## config.mk

```make
export PLATFORM = sky130hd
export DESIGN_NAME = qnl_isqrt
export DESIGN_NICKNAME = d
export VERILOG_FILES = /design/src/rtl/core/quaternion_nlerp_unit_macros.svh /design/src/rtl/core/qnl_pkg.sv /design/src/rtl/core/qnl_isqrt.sv
export SDC_FILE = /design/constraint.sdc
export NUM_CORES = 2
export LEC_CHECK = 0
export ABC_CLOCK_PERIOD_IN_PS = 10100
export BUFFER_PORTS_ARGS = -buffer_cell sky130_fd_sc_hd__buf_2
export CORE_AREA = 5 5 522 524
export DETAILED_ROUTE_END_ITERATION = 16
export DIE_AREA = 0 0 527 529
export PLACE_DENSITY = 0.59
export REMOVE_ABC_BUFFERS = 1
export SYNTH_ARGS = -nofsm -noshare
export SYNTH_HDL_FRONTEND = slang
export SYNTH_SLANG_ARGS = --single-unit
```

## constraint.sdc

```tcl
create_clock -name clk -period 10.1 [get_ports clk]
set_input_delay 0 -clock clk [delete_from_list [all_inputs] [get_ports clk]]
set_output_delay 0 -clock clk [all_outputs]
set_load 0.05 [all_outputs]
```

## src/rtl/core/quaternion_nlerp_unit_macros.svh

```systemverilog
// Assertion macros for the quaternion blend pipeline.
// Used by quaternion_nlerp_unit; expects clk and arst_n in the including scope.
`ifndef QUATERNION_NLERP_UNIT_MACROS_SVH
`define QUATERNION_NLERP_UNIT_MACROS_SVH
`ifndef ASSERT_OFF
// Implication checked in the same cycle
`define QNL_ASSERT_IMP(lbl, ante, cons, msg) \
	lbl: assert property (@(posedge clk) disable iff (!arst_n) (ante) |-> (cons)) else $error(msg);
// Implication checked in the next cycle
`define QNL_ASSERT_NXT(lbl, ante, cons, msg) \
	lbl: assert property (@(posedge clk) disable iff (!arst_n) (ante) |=> (cons)) else $error(msg);
`else
`define QNL_ASSERT_IMP(lbl, ante, cons, msg)
`define QNL_ASSERT_NXT(lbl, ante, cons, msg)
`endif
`endif

```

## src/rtl/core/qnl_pkg.sv

```systemverilog
// Shared constants and types for the quaternion blend pipeline.
// No dependencies; used by qnl_isqrt, qnl_div and quaternion_nlerp_unit.
package qnl_pkg;
	localparam int COMP_BITS_DEF = 16;
	localparam int WEIGHT_BITS = 17;
	localparam logic [WEIGHT_BITS-1:0] WEIGHT_ONE = 17'h10000;
	// the largest normalized magnitude lies in [2^29, 2^30)
	localparam int NORM_BITS = 30;
	localparam int SQ_BITS = 62;
	localparam int ROOT_BITS = 31;
	localparam int LANES = 4;

	typedef struct packed {
		logic valid;
		logic zero_len;
	} ctl_t;
endpackage

```

## src/rtl/core/qnl_isqrt.sv

```systemverilog
// Pipelined integer square root, one result bit per stage, with payload.
// Depends on qnl_pkg.
module qnl_isqrt #(
	parameter int PAY_W = 8
) (
	input  logic                            clk,
	input  logic                            arst_n,
	input  logic                            ce,
	input  qnl_pkg::ctl_t                   in_ctl,
	input  logic [qnl_pkg::SQ_BITS-1:0]     in_n2,
	input  logic [PAY_W-1:0]                in_pay,
	output qnl_pkg::ctl_t                   out_ctl,
	output logic [qnl_pkg::ROOT_BITS-1:0]   out_root,
	output logic [PAY_W-1:0]                out_pay
);
	localparam int SQ = qnl_pkg::SQ_BITS;
	localparam int RT = qnl_pkg::ROOT_BITS;

	qnl_pkg::ctl_t    ctl_q [1:RT];
	logic [SQ-1:0]    rem_q [1:RT];
	logic [SQ-1:0]    res_q [1:RT];
	logic [PAY_W-1:0] pay_q [1:RT];

	for (genvar s = 0; s < RT; s++) begin : g_it
		localparam logic [SQ-1:0] BIT = SQ'(1) << (2 * (RT - 1 - s));
		qnl_pkg::ctl_t    ctl_c;
		logic [SQ-1:0]    rem_c;
		logic [SQ-1:0]    res_c;
		logic [SQ-1:0]    sum_c;
		logic [PAY_W-1:0] pay_c;
		logic             take;

		if (s == 0) begin : g_first
			assign ctl_c = in_ctl;
			assign rem_c = in_n2;
			assign res_c = '0;
			assign pay_c = in_pay;
		end else begin : g_next
			assign ctl_c = ctl_q[s];
			assign rem_c = rem_q[s];
			assign res_c = res_q[s];
			assign pay_c = pay_q[s];
		end

		// try the next root bit
		assign sum_c = res_c + BIT;
		assign take = rem_c >= sum_c;

		always_ff @(posedge clk or negedge arst_n) begin
			if (!arst_n) begin
				ctl_q[s+1] <= '0;
			end else if (ce) begin
				ctl_q[s+1] <= ctl_c;
			end
		end

		always_ff @(posedge clk) begin
			if (ce) begin
				rem_q[s+1] <= take ? rem_c - sum_c : rem_c;
				res_q[s+1] <= take ? (res_c >> 1) + BIT : res_c >> 1;
				pay_q[s+1] <= pay_c;
			end
		end
	end

	assign out_ctl  = ctl_q[RT];
	assign out_root = res_q[RT][RT-1:0];
	assign out_pay  = pay_q[RT];
endmodule

```

==> flow_metrics.py <==
metrics = {
    "power": {
        "power_uw": 31300,
        "pwr-share-comb_pct": 19.5,
        "netSwitchingPower_uw": 9030,
        "switching_share_pct": 28.8,
        "p_leak_uw": 0.0517,
        "power_density_nw_per_um2": 227,
        "p_clk_share_pct": 32.5,
        "p_int_uw": 22300,
        "vdd_ir_drop_max_uv": 158,
        "seqPwrFrac_pct": 48.0,
    },
    "setup_path": {
        "crit_slowest_cell": "o41ai_1",
        "path_common_cell": "nor2_1",
        "worstPathMaxFanout": 64,
        "worst_setup_path_start_kind": "flip-flop",
        "path_class": "reg2reg",
        "reg2reg_depth": 12,
        "path_cells": "ha_1 -> nand2_1 -> nor2_1 -> nand3_1 -> nor2_1 -> nand4_1 -> o41ai_1 -> a41oi_4 -> buf_4 -> nand4bb_1 -> nor4_1 -> xor2_1",
        "arrival_ns": 5.28,
        "reg2reg_to": "rem_q[30][53]",
        "critPathRequiredTime_ns": 10.67,
        "slowest_delay_ns": 0.73,
        "worstReg2RegStart": "rem_q[29][28]",
        "rrSetupSlack_ns": 5.40,
        "setup.worst_path.end_class": "flip-flop",
    },
    "clocking": {
        "cts_tree": "done",
        "cts_buffers": 291,
        "postCtsSetupRepairBufs": 0,
        "ctsHtreeMaxLevel": 5,
        "cts_sinks": 2666,
        "clk_pin_slew_worst_paths_ns": 0.07,
        "clkLatencyLatePin_ns": 0.89,
        "cts-root-buf": "clkbuf_16",
        "cts_buffer_depth": 4,
    },
    "timing": {
        "setup_violations": 0,
        "maxSlewViolCount": 0,
        "fin_hold_ws_ns": 0.235,
        "final.setup.tns_ns": 0,
        "period_needed_ns": 4.70,
        "fin_worst_skew_ns": 0.0560,
        "hold_viol_final": 0,
        "tightest_slew_ns": 1.22,
        "rsz0062_at_grt": "no",
        "fmax_mhz": 213,
        "finalCritPeriodShare_pct": 46.6,
        "slew_headroom_pct": 17.7,
    },
    "die": {
        "initial_core_util_pct": 45.8,
        "boundaryPins": 116,
        "fp.coreArea_um2": 267000,
        "row_count": 190,
        "design.die.area_um2": 279000,
        "die_h_um": 529,
        "die_x_um": 527,
    },
    "cells_and_area": {
        "syn2layout_area_growth_pct": 12.7,
        "drive_gt1_share_pct": 8.14,
        "fillCellCount": 22600,
        "final_area_um2": 138000,
        "fin_util_pct": 51.6,
        "layout.nets": 10300,
    },
    "outcome": {
        "status": "finished clean",
    },
    "yosys": {
        "synth-simple-area-share_pct": 11.0,
        "synthAdderAreaFrac_pct": 5.37,
        "ys_seq_area_share_pct": 65.2,
        "synth-xor-area-share_pct": 5.87,
        "ys_seq_elements": 2666,
        "ys_types": 91,
        "syn_area_per_cell_um2": 13.2,
        "yosysWarningCount": 0,
        "synth_top_family_by_area": "simple AND/OR/NAND/NOR gates",
        "synth_edf_count": 2604,
        "synth.area.mux_share_pct": 1.60,
        "synthCells": 9268,
        "synth-async-reset-ratio_pct": 2.33,
        "synth.cell_area_um2": 122000,
        "synth-main-ff-cell": "edfxtp_1",
        "synth_compound_area_share_pct": 8.33,
    },
    "run": {
        "maxCapViolCount": 0,
    },
    "global_route": {
        "antenna_found_initial": 12,
        "grt.total_usage_pct": 20.7,
        "grt_pass1_wl_mm": 448,
        "grt_max_degree": 182,
        "grt_pass1_vias": 73600,
        "gr-total-overflow": 0,
    },
    "placed_design": {
        "routabilityCongestion": 0.914,
        "place_area_um2": 127000,
        "hpwl_mm": 217,
        "numPortBuffers": 115,
    },
    "hold_path": {
        "hold_depth": 5,
        "min_from": "in_n2[32]",
        "holdPathEnd": "res_q[0][122]",
        "hp-class": "in2reg",
    },
    "route": {
        "drtIter0Drc": 7087,
        "post-route-drc-count": 0,
        "totalWireLength_mm": 295,
        "ant_nets": 0,
        "wl_per_cell_um": 21.9,
        "via_per_inst": 5.59,
        "drt_pass1_iterations": 5,
        "via_count": 75300,
    },
}
==> stage by stage <==
stage                     worst slack (ns)  instances
after floorplan                       2.26       9093
after global routing                  5.14      13500
final                                 5.40      13500
after detailed placement              5.50      12800
after CTS                             5.49      13500
after global placement                5.45      12800
==> sequential cells by signal, summed over array words and instances (netlist names) <==
name	flops
rem_q	1860
res_q	496
pay_q	248
ctl_q	60
out_ctl	2
==> cells in the final DEF (no fill, tap or decap), types with 34 or more instances in the layout <==
cell type / synthesis / final
nor2_1: 640 / 640
a31oi_1: 49 / 47
nor4_1: 322 / 322
clkinv_1: 1 / 62
o31ai_1: 35 / 34
nor4b_1: 40 / 40
or3_1: 77 / 77
buf_2: 8 / 114
or2_2: 36 / 36
dfrtp_1: 62 / 62
or4_1: 54 / 54
inv_1: 640 / 640
edfxtp_1: 2604 / 2604
a21oi_1: 605 / 605
nand2_1: 508 / 508
clkbuf_16: 0 / 300
and3_1: 54 / 54
nor2b_1: 63 / 63
dlygate4sd3_1: 0 / 149
o21bai_1: 41 / 41
ha_1: 525 / 525
clkbuf_1: 144 / 60
xnor2_1: 417 / 417
nor3_1: 280 / 280
mux2_2: 156 / 156
clkinv_2: 0 / 48
a211oi_1: 40 / 39
o21a_1: 94 / 94
o21ai_0: 322 / 321
xor2_1: 402 / 402
nand3_1: 148 / 148
buf_4: 3 / 35
a21o_1: 211 / 211
nand4_1: 135 / 135
nand2b_1: 122 / 122
==> area by class of cell <==
| class | count | area (um^2) | area share [%] |
|---|---|---|---|
| clock buffers | 361 | 7750 | 5.62 |
| inverters | 643 | 2410 | 1.75 |
| clock inverters | 161 | 1320 | 0.961 |
| diodes | 4 | 10.0 | 0.00727 |
| flip-flops and latches | 2666 | 79700 | 57.9 |
| well taps | 3552 | 4440 | 3.23 |
| multi-input cells | 5784 | 39500 | 28.7 |
| repair buffers | 312 | 2590 | 1.88 |
==> Yosys cell counts (148+ instances only) <==
library cell	instances	area [um^2]
ha_1	525	6570
edfxtp_1	2604	78200
nor4_1	322	2010
a21oi_1	605	3030
o21ai_0	322	1610
nor2_1	640	2400
nand3_1	148	741
mux2_2	156	1760
nand2_1	508	1910
inv_1	640	2400
a21o_1	211	1580
nor3_1	280	1400
xor2_1	402	3520
xnor2_1	417	3650
==> power by group through the flow <==
stage | logic, uW | clock network (uW) | registers [uW]
after global placement | 5950 | 0 | 15300
after detailed placement | 6010 | 0 | 15300
after CTS | 6100 | 10500 | 15100
final | 6110 | 10200 | 15000
after floorplan | 4330 | 0 | 14800
after global routing | 6770 | 11000 | 15200
==> critical path: cells and delay by family, from the launching register on <==
family | cells | cell delay [ns]
xor gates and xnor gates | 1 | 0.10
buffers and inverters | 1 | 0.36
adders and majority gates | 1 | 0.44
and+or+nand+nor | 7 | 2.32
AOI/OAI and AO/OA | 2 | 0.76
DFF | 1 | 0.44
==> how the worst max path moves through the flow <==
stage                        startpoint            end  slack (ns)
after CTS                 rem_q[27][23]  rem_q[28][45]        5.49
after floorplan           rem_q[23][19]  rem_q[24][49]        2.26
after detailed placement  rem_q[27][23]  rem_q[28][45]        5.50
final                     rem_q[29][28]  rem_q[30][53]        5.40
after global routing      rem_q[27][23]  rem_q[28][45]        5.14
after global placement    rem_q[27][23]  rem_q[28][45]        5.45
==> layer usage <==
layer | up-vias | wire length [um] | global-route usage [%] | part of all wire [%]
met5 | - | 0 | 0 | 0
met2 | 2031 | 140000 | 34.1 | 47
met1 | 37200 | 132000 | 29.2 | 45
li1 | 35700 | - | - | -
met4 | 0 | 6820 | 4.74 | 2.3
met3 | 424 | 16400 | 2.95 | 5.6
==> timing repair <==
action                     in CTS  in global routing
gates resized for setup         0                  0
hold buffers                  149                  0
setup endpoints to repair       0                  0
hold endpoints to repair      251                  0
==> cell families (layout without fill, tap and decap cells) <==
logic type / count (synthesis) / after routing
multiplexers: 173 / 173
adder cells (fa/ha/maj): 525 / 525
flip-flops: 2666 / 2666
AO/OA/AOI/OAI: 1637 / 1637
buffers and inverters: 818 / 1477
XOR/XNOR: 819 / 819
other: 0 / 4
AND/OR/NAND/NOR: 2630 / 2630
No activity file was read; power rests on OpenSTA's default activity.
